--- src/design/ids_pkg.sv ---
package ids_pkg;

  localparam int unsigned DEPTH    = 1024;
  localparam int unsigned ADDR_W   = $clog2(DEPTH);
  localparam int unsigned CNT_W    = $clog2(DEPTH + 1);
  localparam int unsigned DATA_W   = 32;
  localparam int unsigned MODE_W   = 3;
  localparam int unsigned IDX_W    = 10;
  localparam int unsigned NT_W     = 11;
  localparam int unsigned COUNT_W  = 11;
  localparam int unsigned STATUS_W = 2;

  typedef enum logic [MODE_W-1:0] {
    MODE_PUSH  = 3'd0,
    MODE_POP   = 3'd1,
    MODE_READ  = 3'd2,
    MODE_WRITE = 3'd3,
    MODE_SETTOP = 3'd4,
    MODE_CLEAR = 3'd5,
    MODE_REV   = 3'd6
  } mode_e;

  typedef enum logic [STATUS_W-1:0] {
    ST_OK    = 2'd0,
    ST_OVER  = 2'd1,
    ST_UNDER = 2'd2,
    ST_RANGE = 2'd3
  } status_e;

  // Commands from the controller to the datapath.
  typedef struct packed {
    logic capture;    // latch the operands of an accepted transaction
    logic exec;       // carry out the latched operation
    logic rev_rd;     // read the mirrored pair at lo and hi-1
    logic rev_wr_lo;  // write the upper entry of the pair to lo
    logic rev_wr_hi;  // write the lower entry of the pair to hi-1, step inward
    logic rsp_rd;     // emit a result that carries the read data
    logic rsp_plain;  // emit a result with zero data
  } ids_cmd_t;

  // Status from the datapath to the controller.
  typedef struct packed {
    logic rd_op;      // latched operation is a pop or read that needs memory data
    logic rev_op;     // latched operation is a reverse
    logic rev_more;   // at least one more pair remains to be swapped
  } ids_stat_t;

endpackage

--- src/design/ids_ctrl.sv ---
module ids_ctrl import ids_pkg::*; (
  input  logic      clk_i,
  input  logic      rst_ni,
  input  logic      start_i,
  input  ids_stat_t stat_i,
  output ids_cmd_t  cmd_o,
  output logic      busy_o
);

  typedef enum logic [5:0] {
    S_IDLE   = 6'b000001,
    S_EXEC   = 6'b000010,
    S_READ   = 6'b000100,
    S_REV_RD = 6'b001000,
    S_REV_LO = 6'b010000,
    S_REV_HI = 6'b100000
  } state_e;

  state_e state_q, state_d;

  always_comb begin
    state_d = state_q;
    cmd_o   = '0;
    case (state_q)
      S_IDLE: begin
        if (start_i) begin
          cmd_o.capture = 1'b1;
          state_d       = S_EXEC;
        end
      end
      S_EXEC: begin
        cmd_o.exec = 1'b1;
        if (stat_i.rd_op) begin
          state_d = S_READ;
        end else if (stat_i.rev_op) begin
          state_d = S_REV_RD;
        end else begin
          cmd_o.rsp_plain = 1'b1;
          state_d         = S_IDLE;
        end
      end
      S_READ: begin
        cmd_o.rsp_rd = 1'b1;
        state_d      = S_IDLE;
      end
      S_REV_RD: begin
        if (stat_i.rev_more) begin
          cmd_o.rev_rd = 1'b1;
          state_d      = S_REV_LO;
        end else begin
          cmd_o.rsp_plain = 1'b1;
          state_d         = S_IDLE;
        end
      end
      S_REV_LO: begin
        cmd_o.rev_wr_lo = 1'b1;
        state_d         = S_REV_HI;
      end
      S_REV_HI: begin
        cmd_o.rev_wr_hi = 1'b1;
        state_d         = S_REV_RD;
      end
      default: begin
        state_d = S_IDLE;
      end
    endcase
  end

  always_ff @(posedge clk_i or negedge rst_ni) begin
    if (!rst_ni) begin
      state_q <= S_IDLE;
    end else begin
      state_q <= state_d;
    end
  end

  assign busy_o = (state_q != S_IDLE);

endmodule

--- config.mk ---
export PLATFORM = sky130hd
export DESIGN_NAME = ids_ctrl
export DESIGN_NICKNAME = d
export VERILOG_FILES = /design/src/design/ids_pkg.sv /design/src/design/ids_ctrl.sv
export SDC_FILE = /design/constraint.sdc
export NUM_CORES = 1
export LEC_CHECK = 0
export BUFFER_PORTS_ARGS = -buffer_cell sky130_fd_sc_hd__buf_2
export CORE_AREA = 2 2 39 41
export CTS_CLUSTER_DIAMETER = 150
export DETAILED_ROUTE_END_ITERATION = 8
export DIE_AREA = 0 0 41 43
export PLACE_DENSITY = 0.64
export SLEW_MARGIN = 30
export SYNTH_ARGS = -nofsm -noshare
export SYNTH_HDL_FRONTEND = slang
export SYNTH_SLANG_ARGS = --single-unit
--- constraint.sdc ---
create_clock -name clk_i -period 2 [get_ports clk_i]
set_input_delay 0.1 -clock clk_i [delete_from_list [all_inputs] [get_ports clk_i]]
set_output_delay 0.1 -clock clk_i [all_outputs]
set_load 0.02 [all_outputs]
# == Yosys cells after proc, flatten, opt, wreduce, memory -nomap -nowiden ==
# Index checks and enable logic that the tools add are counted.
# word_totals
ff_bits,6
latch_bits,0
mem_bits_rw,0
romBits,0
mem_count,0
# op_classes
add_sub_neg,0
multipliers,0
n_div,0
n_lt_le_gt_ge,0
n_eq_ne,8
shifts,0
n_mux,17
bitwise,0
reduce_logical,0
# op_table
operator,n
case mux 6 bit (5 select lines),1
2-to-1 mux 6 bit,2
2-to-1 mux 1 bit,11
"equality test 6 x 1 -> 1 bit, second input constant",1
"equality test 6 x 2 -> 1 bit, second input constant",1
"equality test 6 x 3 -> 1 bit, second input constant",1
"equality test 6 x 4 -> 1 bit, second input constant",1
"equality test 6 x 5 -> 1 bit, second input constant",1
"equality test 6 bit, second input constant",1
"inequality test 6 x 1 -> 1 bit, second input constant",1
2-to-1 mux 5 bit,1
2-to-1 mux 4 bit,1
"inequality test 2 bit, second input constant",1
case mux 1 bit (2 select lines),1

# == Longest topological paths before layout ==
# Gate-level depths: netlist of run 1.
# depth
depth_word,3
mapped_depth,4
mapped_depth_nobuf,3

# == Worst setup path before layout of run 1 ==
# No wires, ideal clock.
# synth_timing
path_kind,flip-flop to output port
start,register state_q[5]
end,output port cmd_o[6] in the netlist's numbering
t_arrival_ps,1690
required_time_ps,1900
setup_slack_ps,210
stages_incl_launch_ff,5
cell_sequence,dfrtp_1 buf_6 or4_4 or2_1 nor2_1
# synth_rtl
element,line,text
start: declaration,ids_ctrl.sv:19,"state_e state_q, state_d;"
start signal: assignment,ids_ctrl.sv:73,state_q <= state_d;
end: declaration,ids_ctrl.sv:6,"output ids_cmd_t cmd_o,"

==> impl_results.md, run 1 <==
* Run status: finished clean
* Post-route setup TNS at 0 ns
* Antenna Cells at 0
* IO Port Bufs at 13
* Nature of the critical path startpoint: register
* Biggest register: state_q
* Layout cells sized above 1 at 41.1%
* Mapped Cells at 40
* Synthesized area at 398 sq um
* Chip height at 43 microns
* Worst skew pair latency at 0.25 ns
* LEAKAGE at 0.247 nW
* Final critical-path share of the clock period at 95.6%
* Final Hold Fails at 0
* GPL Wtd Cong at 0.729
* CP max stage cell: or4_4
* Fmax at 523 MHz
* Via/cell ratio at 4.85
* Clk sinks at 6
* Vias in the first global route at 335
* Layout fillers at 148
* Root Driver: clkbuf_4
* GRT Util Overall at 12.7%
* Max_slew headroom at 83.1%
* 1st-iter DRT viols at 2
* Synth unique cells at 24
* Critical Path Sink: cmd_o[6]
* Setup violators final at 0
* Yosys warning count at 0
* GRT overflow at 0
* Nets at 63
* Crit. Startpoint: state_q[5]
* Initial antenna violation count at 0
* Clock Path Buffers at 2
* FF-to-FF setup slack at 0.49 ns
* Core Region at 1380 sq um
* Max-cap violations at 0
* Hold_sp: stat_i[1]
* Largest net degree at the start of global routing at 9
* Residual DRC at 0
* Min Tclk post-route at 1.91 ns
* Post-synthesis sequential area ratio at 38.1%
* Launch point of the worst reg-to-reg path: state_q[5]
* Total wire length at 900 microns
* Final instance area at 505 sq um
* Antenna Nets Post-Route at 0
* Boundary Pins at 14
* Die W at 41 microns
* Synthesized Nets at 46
* Max reg flops at 6
* Total die area at 1760 sq um
* Detailed-route wire length per cell at 12.5 microns
* Unrepaired setup endpoints after global routing: no
* Clock transition at path regs at 0.05 ns
* Mean Syn Cell Area at 9.95 sq um
* H-tree depth at 1
* TritonCTS clock tree: yes
* Vias post-DR at 349
* Crit-path cells: or4_4 > or2_1 > nor2_1 > buf_2
* FP Rows at 14
* Detailed Routing Iterations Pass 1 at 2
* Initial Util at 28.8%
* HP Class: in -> reg
* # Post-CTS Setup Buffers at 0
* DP Wirelength at 660 microns
* Total CTS buffers at 3
* Crit. End Element: output pin
* Largest registers: state_q: 6 flops
* R2R Path End: state_q[0]
* Largest stage delay on the critical path at 0.59 ns
* Required time worst endpoint at 1.90 ns
* FF-to-FF path depth at 3
* Yosys reg bits at 6
* Area Growth Syn to Fin at 27.0%
* Power per cell area at 1070 nW/um^2
* Max-slew violations at 0
* Crit path kind: reg -> out
* Post-placement cell area at 468 sq um
* Global-route wire length before repair at 1.43 mm
* Worst-Margin Slew at 0.254 ns
* CP Max Fanout at 8
* Worst clock skew at 0.00823 ns
* Max rail drop VDD at 0.000430 V
* WP data arrival at 1.81 ns
==> final cells by class <==
| class | count | area (sq um) | area share [%] |
|---|---|---|---|
| multi-input combinational | 30 | 224 | 44.3 |
| sequential | 6 | 153 | 30.2 |
| timing repair buffer | 14 | 75.1 | 14.9 |
| clock buffer | 4 | 26.3 | 5.20 |
| tap | 16 | 20.0 | 3.96 |
| inverter | 2 | 7.51 | 1.49 |
==> placed cells by master (no fill, tap or decap), types with 2 or more instances in the layout <==
cell       n
nand2b_1   2
inv_1      2
buf_2     13
nor3b_1    3
or4_1      2
nor3_1     5
nor2_1     4
dfrtp_1    4
clkbuf_4   3
==> synthesized netlist by cell type <==
cell type  n  share of area [%]
nor3b_1    3                5.7
a211o_1    1                2.2
or2_2      1                1.6
nand2_1    1               0.94
o31ai_1    1                1.9
nor2_1     4                3.8
clkbuf_1   1               0.94
dfstp_2    1                6.6
or4_4      1                2.8
dfrtp_1    5                 31
and2_1     1                1.6
a2111o_1   1                2.8
a21o_1     1                1.9
nand2b_1   2                3.1
xor2_1     1                2.2
inv_1      2                1.9
buf_6      1                2.8
nor3_1     5                6.3
o32ai_4    1                6.9
or2_1      1                1.6
nor3b_2    1                3.1
or3b_2     1                2.2
or4_1      2                3.8
a22oi_1    1                1.9
==> worst max-delay path, delay by kind of cell, from the launching register on <==
kind | cells | cell delay [ns]
buf+inv | 1 | 0.16
simple gates | 3 | 0.96
flops | 1 | 0.45
==> report_power, final <==
part	switching, mW	internal, mW
logic	0.135	0.103
registers	0.0290	0.151
clock network	0.0468	0.0758
==> stage by stage <==
step | hold slack (ns) | std cells | total power, mW | utilization [%] | worst slack (ns)
global placement | -0.0680 | 67 | 0.419 | 33.8 | 0.353
finish | 0.0703 | 72 | 0.541 | 36.5 | 0.0875
CTS | 0.0575 | 72 | 0.553 | 36.4 | 0.0374
global route | 0.0613 | 72 | 0.583 | 36.5 | 0.000131
detailed placement | -0.0643 | 67 | 0.418 | 33.8 | 0.340
floorplan | -0.196 | 40 | 0.360 | - | 0.210
==> routing by layer <==
metal  up-vias  wire, microns  GRT usage [%]
met5         -              0              0
met4         0             12           12.0
met3         2             55           3.14
met2        13            406           16.9
met1       155            426           15.7
li1        179              -              -
==> cell families after synthesis <==
| family | after synthesis | share of synthesized area (%) |
|---|---|---|
| simple gates | 23 | 36.5 |
| compound gates | 6 | 17.6 |
| flops | 6 | 38.1 |
| buf+inv | 4 | 5.66 |
| xor+xnor | 1 | 2.20 |
==> worst min-delay path by stage <==
stage	slack [ns]	end	depth (start not counted)
floorplan	-0.20	state_q[1]	0
global placement	-0.07	state_q[5]	1
detailed placement	-0.06	state_q[4]	1
CTS	0.06	state_q[3]	2
global route	0.06	state_q[3]	2
finish	0.07	state_q[3]	2
==> what timing repair did <==
item                                    4_1_cts  5_1_grt
hold endpoints to repair                      6        0
hold buffers                                  1        0
endpoints found under the setup margin        0        1
resized for setup                             0        1
Power figures use the tool's default switching activity.
==> run 2, diff against run 1 <==
--- a/config.mk
+++ b/config.mk
@@ -11,6 +11,7 @@
 export DETAILED_ROUTE_END_ITERATION = 8
 export DIE_AREA = 0 0 41 43
 export PLACE_DENSITY = 0.64
+export SETUP_SLACK_MARGIN = 0.5
 export SLEW_MARGIN = 30
 export SYNTH_ARGS = -nofsm -noshare
 export SYNTH_HDL_FRONTEND = slang
==> impl_results.md, run 2 (synthesized netlist as in run 1, its figures left out) <==
* Required time worst endpoint at 1.90 ns (about the same)
* GRT overflow at 0 (unchanged)
* Run status: finished clean
* Chip height at 43 microns (unchanged)
* Layout cells sized above 1 at 68.8% (+28 points)
* Post-route setup TNS at 0 ns (unchanged)
* Crit-path cells: or4_4 > or2_4 > nor2_4 > buf_6
* Power per cell area at 1050 nW/um^2 (-1.6%)
* Commonest non-fill, non-tap cell in the layout: buf_4
* Total wire length at 1.08 mm (+20%)
* GPL Wtd Cong at 0.734 (+0.64%)
* Final critical-path share of the clock period at 90.2% (-5.4 points)
* Most frequent cells in the layout: 10 x buf_4, 6 x buf_6, 5 x buf_2, 4 x dfrtp_2
* Post-placement cell area at 495 sq um (+5.9%)
* Unrepaired setup endpoints after global routing: yes
* Clock transition at path regs at 0.05 ns (about the same)
* Max-cap violations at 0 (unchanged)
* Root Driver: clkbuf_4
* Global-route wire length before repair at 1.60 mm (+12%)
* HP Class: in -> reg
* Biggest register: state_q
* Die W at 41 microns (unchanged)
* Vias in the first global route at 356 (+6.3%)
* Residual DRC at 0 (unchanged)
* Largest net degree at the start of global routing at 9 (unchanged)
* Total die area at 1760 sq um (unchanged)
* Core Region at 1380 sq um (unchanged)
* TritonCTS clock tree: yes
* Clk sinks at 6 (unchanged)
* 1st-iter DRT viols at 3 (+1)
* Max-slew violations at 0 (unchanged)
* Max rail drop VDD at 0.000531 V (+23%)
* Final Hold Fails at 0 (unchanged)
* Max_slew headroom at 83.6% (+0.60 points)
* Via/cell ratio at 4.91 (+1.3%)
* Worst clock skew at 0.00922 ns (+0.000993 ns)
* Antenna Cells at 0 (unchanged)
* Clock Path Buffers at 2 (unchanged)
* DP Wirelength at 648 microns (-1.7%)
* Nature of the critical path startpoint: register
* Fmax at 554 MHz (+6.0%)
* Detailed Routing Iterations Pass 1 at 2 (unchanged)
* Nets at 71 (+13%)
* Setup violators final at 0 (unchanged)
* LEAKAGE at 0.300 nW (+21%)
* Layout fillers at 139 (-6.1%)
* Vias post-DR at 393 (+13%)
* Detailed-route wire length per cell at 13.5 microns (+7.6%)
* IO Port Bufs at 13 (unchanged)
* CP max stage cell: or4_4
* Worst-Margin Slew at 0.245 ns (-0.00894 ns)
* Power Total at 0.703 mW (+30%)
* Crit path kind: reg -> out
* Boundary Pins at 14 (unchanged)
* Area Growth Syn to Fin at 67.9%
* Antenna Nets Post-Route at 0 (unchanged)
* Min Tclk post-route at 1.80 ns (-0.109 ns)
* Initial antenna violation count at 0 (unchanged)
* CP Max Fanout at 4 (-4)
* Final instance area at 668 sq um (+32%)
* FP Rows at 14 (unchanged)
* H-tree depth at 1 (unchanged)
* Initial Util at 28.8% (unchanged)
* Total CTS buffers at 3 (unchanged)
* Crit. End Element: output pin
* Worst skew pair latency at 0.25 ns (about the same)
* Largest registers: state_q: 6 flops
* WP data arrival at 1.70 ns (-0.11 ns)
* GRT Util Overall at 14.0% (+1.3 points)
* Max reg flops at 6 (unchanged)
* Largest stage delay on the critical path at 0.58 ns (about the same)
## run 2: changes by cell type in the layout (fill, tap and decap cells not counted), moves of 3 or more
cell / change
dfrtp_2: +3
dfrtp_1: -3
buf_2: -8
buf_6: +6
buf_4: +10
## run 2: stage by stage
| stage | setup WS [ns] | cells | hold slack [ns] | utilization [%] |
|---|---|---|---|---|
| global placement | 0.359 | 67 | -0.0703 | 35.8 |
| floorplan | 0.426 | 40 | -0.196 | - |
| finish | 0.196 | 80 | 0.0656 | 48.3 |
| detailed placement | 0.339 | 67 | -0.0605 | 35.8 |
| global route | 0.154 | 80 | 0.0657 | 48.3 |
| CTS | 0.185 | 79 | 0.0595 | 47.4 |
## run 2: power by group
| group | leakage (nW) | switching [mW] | internal, mW |
|---|---|---|---|
| Combinational | 0.213 | 0.184 | 0.209 |
| Clock | 0.0150 | 0.0460 | 0.0757 |
| Sequential | 0.0726 | 0.0365 | 0.152 |
| Total | 0.300 | 0.266 | 0.437 |
## run 2: what timing repair did
| item | 4_1_cts | 5_1_grt |
|---|---|---|
| hold endpoints to repair | 6 | 0 |
| hold buffers | 1 | 0 |
| setup endpoints to repair | 10 | 10 |
| buffers inserted | 7 | 1 |
| gates resized for setup | 22 | 2 |
| pin swaps | 5 | 3 |
## run 2: critical path: cells and delay by family (launching register included)
family	cells	cell delay (ns)
AND/OR/NAND/NOR	3	0.93
flip-flops	1	0.41
buffers and inverters	1	0.11
## run 2: cell type report
| class | instances | area [sq um] | area share (%) |
|---|---|---|---|
| Timing Repair Buffer | 22 | 178 | 26.6 |
| Clock buffer | 4 | 26.3 | 3.93 |
| Multi-Input combinational cell | 30 | 280 | 41.9 |
| Tap cell | 16 | 20.0 | 3.00 |
| Inverter | 2 | 7.51 | 1.12 |
| Sequential cell | 6 | 156 | 23.4 |
## run 2: per-layer routing
| layer | part of all wire, % | GRT usage, % | routed length [microns] |
|---|---|---|---|
| met4 | 1.1 | 10.0 | 12 |
| met5 | 0 | 0 | 0 |
| met1 | 45 | 18.6 | 480 |
| met2 | 49 | 18.8 | 523 |
| met3 | 5.6 | 3.66 | 60 |
## run 2: path summary, 6_finish.rpt
kind,startpoint,to,slack [ns],cells past startpoint
setup / recovery,state_q[5],cmd_o[6],0.20,4
hold / removal,stat_i[1],state_q[3],0.07,2
setup reg to reg,state_q[5],state_q[0],0.50,3
hold reg to reg,state_q[2],state_q[4],0.59,2
max in group asynchronous,rst_ni,state_q[0],1.56,2
min in group asynchronous,rst_ni,state_q[3],0.21,2
==> run 3, diff against run 2 <==
--- a/config.mk
+++ b/config.mk
@@ -5,7 +5,7 @@
 export SDC_FILE = /design/constraint.sdc
 export NUM_CORES = 1
 export LEC_CHECK = 0
-export BUFFER_PORTS_ARGS = -buffer_cell sky130_fd_sc_hd__buf_2
+export BUFFER_PORTS_ARGS = -buffer_cell sky130_fd_sc_hd__buf_4
 export CORE_AREA = 2 2 39 41
 export CTS_CLUSTER_DIAMETER = 150
 export DETAILED_ROUTE_END_ITERATION = 8
==> impl_results.md, run 3 (synthesized netlist as in run 1, its figures left out) <==
* Run status: finished clean
* Hold_sp: stat_i[1]
* Min Tclk post-route at 1.81 ns (+0.0111 ns)
* Largest registers: state_q: 6 flops
* Nets at 67 (-5.6%)
* Core Util, Final at 44.7% (-3.6 points)
* Via/cell ratio at 5.05 (+2.9%)
* Total die area at 1760 sq um (unchanged)
* FF-to-FF path depth at 3 (unchanged)
* Clock share of power at 19.6% (+2.3 points)
* Clock Path Buffers at 2 (unchanged)
* Gate power share at 52.2% (-3.7 points)
* Power per cell area at 1030 nW/um^2 (-1.9%)
* Clk sinks at 6 (unchanged)
* Commonest non-fill, non-tap cell in the layout: buf_4
* Unrepaired setup endpoints after global routing: yes
* Post-Place Worst Slack at 0.369 ns (+0.0301 ns)
* Flop pwr share at 28.2% (+1.4 points)
* Core Region at 1380 sq um (unchanged)
* Final Hold Fails at 0 (unchanged)
* 1st-iter DRT viols at 5 (+2)
* Max reg flops at 6 (unchanged)
* Global-route wire length before repair at 1.43 mm (-11%)
* Initial antenna violation count at 0 (unchanged)
* Most frequent cells in the layout: 14 x buf_4, 3 x nor3_1, 3 x clkbuf_4, 3 x buf_6, 3 x dfrtp_2
* TritonCTS clock tree: yes
* Multi-input logic area at 260 sq um (-7.1%)
* HP Class: in -> reg
* Detailed-route wire length per cell at 12.3 microns (-8.2%)
* Layout cells sized above 1 at 60.0% (-8.8 points)
* H-tree depth at 1 (unchanged)
* Crit path kind: reg -> out
* Chip height at 43 microns (unchanged)
* Seq. cell area at 155 sq um (-0.80%)
* Clock transition at path regs at 0.05 ns (about the same)
* Hold depth at 2 (unchanged)
* WP data arrival at 1.71 ns (about the same)
* IO Port Bufs at 13 (unchanged)
* Max rail drop VDD at 0.000557 V (+4.8%)
* Setup violators final at 0 (unchanged)
* Required time worst endpoint at 1.90 ns (about the same)
* DP Wirelength at 665 microns (+2.5%)
* Boundary Pins at 14 (unchanged)
* Net Switching at 0.245 mW (-7.8%)
* CP Max Fanout at 4 (unchanged)
* Total wire length at 938 microns (-13%)
* FP Rows at 14 (unchanged)
* Fmax at 551 MHz (-0.61%)
* Die W at 41 microns (unchanged)
* Max-cap violations at 0 (unchanged)
* GPL Wtd Cong at 0.745 (+1.5%)
* Crit. Startpoint: state_q[2]
* Biggest register: state_q
* Antenna Nets Post-Route at 0 (unchanged)
* FF-to-FF setup slack at 0.49 ns (about the same)
* Worst-Margin Slew at 0.307 ns (+0.0613 ns)
* Final critical-path share of the clock period at 90.7% (+0.56 points)
* Worst skew pair latency at 0.25 ns (about the same)
* GRT Util Overall at 12.5% (-1.5 points)
* GRT overflow at 0 (unchanged)
* Area Growth Syn to Fin at 55.3%
* Final worst setup slack at 0.185 ns (-0.0111 ns)
* Largest net degree at the start of global routing at 9 (unchanged)
* Initial Util at 28.8% (unchanged)
* Launch point of the worst reg-to-reg path: state_q[2]
* Pint at 0.393 mW (-10%)
* Nature of the critical path startpoint: register
* Root Driver: clkbuf_4
* Crit. End Element: output pin
* Total CTS buffers at 3 (unchanged)
* Vias post-DR at 384 (-2.3%)
* Residual DRC at 0 (unchanged)
* Post-route setup TNS at 0 ns (unchanged)
* Max_slew headroom at 79.6% (-4.1 points)
* Max-slew violations at 0 (unchanged)
* Detailed Routing Iterations Pass 1 at 4 (+2)
* Worst clock skew at 0.00881 ns (-0.000408 ns)
* Vias in the first global route at 338 (-5.1%)
* Layout fillers at 144 (+3.6%)
* Antenna Cells at 0 (unchanged)
* LEAKAGE at 0.278 nW (-7.4%)
* Switching share of power at 38.5% (+0.61 points)
## run 3: cell types whose count changed in the layout (fill, tap and decap cells not counted)
cell / previous run / this run
or4_1: 0 / 1
nor3b_4: 1 / 0
buf_6: 6 / 3
buf_4: 10 / 14
buf_2: 5 / 0
nor3b_2: 1 / 2
or4_4: 3 / 2
nand2b_2: 1 / 0
dfrtp_1: 1 / 2
nand2b_1: 0 / 2
dfrtp_2: 4 / 3
nand2b_4: 1 / 0
## run 3: power by group through the flow
stage	Combinational (mW)	Clock (mW)	Sequential, mW
finish	0.333	0.125	0.180
global route	0.356	0.140	0.183
CTS	0.325	0.128	0.178
detailed placement	0.291	0	0.181
global placement	0.291	0	0.182
floorplan	0.221	0	0.173
## run 3: worst max-delay path: stages (launching register included)
cell and delay [ns]:
dfrtp_2 0.41, or4_4 0.58, o32ai_4 0.31, buf_6 0.16
## run 3: cell type report
type,instances,area share [%]
Clock buffer,4,4.25
Timing Repair Buffer,18,24.1
Tap cell,16,3.24
Inverter,2,1.21
Sequential cell,6,25.1
Multi-Input combinational cell,30,42.1
## run 3: what timing repair did
| item | CTS | global route |
|---|---|---|
| hold buffers | 1 | 0 |
| pin swaps | 2 | 1 |
| setup buffers | 3 | 1 |
| gates cloned | 0 | 0 |
| setup endpoints to repair | 10 | 11 |
| gates resized for setup | 7 | 1 |
| hold endpoints to repair | 6 | 0 |
## run 3: through the flow
stage	hold slack (ns)	power, mW	cells	instance area (sq um)
5_1_grt	0.0524	0.679	76	618
4_1_cts	0.0552	0.630	75	607
2_1_floorplan	-0.196	0.393	40	425
6_report	0.0564	0.638	76	618
3_3_place_gp	-0.0856	0.473	67	528
3_5_place_dp	-0.0830	0.473	67	528
## run 3: metal layers
layer  up-vias  wire, microns  track usage, %
li1        185              -               -
met1       179            404            15.4
met2        18            435            17.5
met3         2             78            3.14
met4         0             20            10.0
met5         -              0               0
## run 3: worst paths after layout
path                         endpoint
min in group asynchronous  state_q[3]
max reg2reg                state_q[0]
min                        state_q[3]
min reg2reg                state_q[4]
max                          cmd_o[0]
max in group asynchronous  state_q[0]
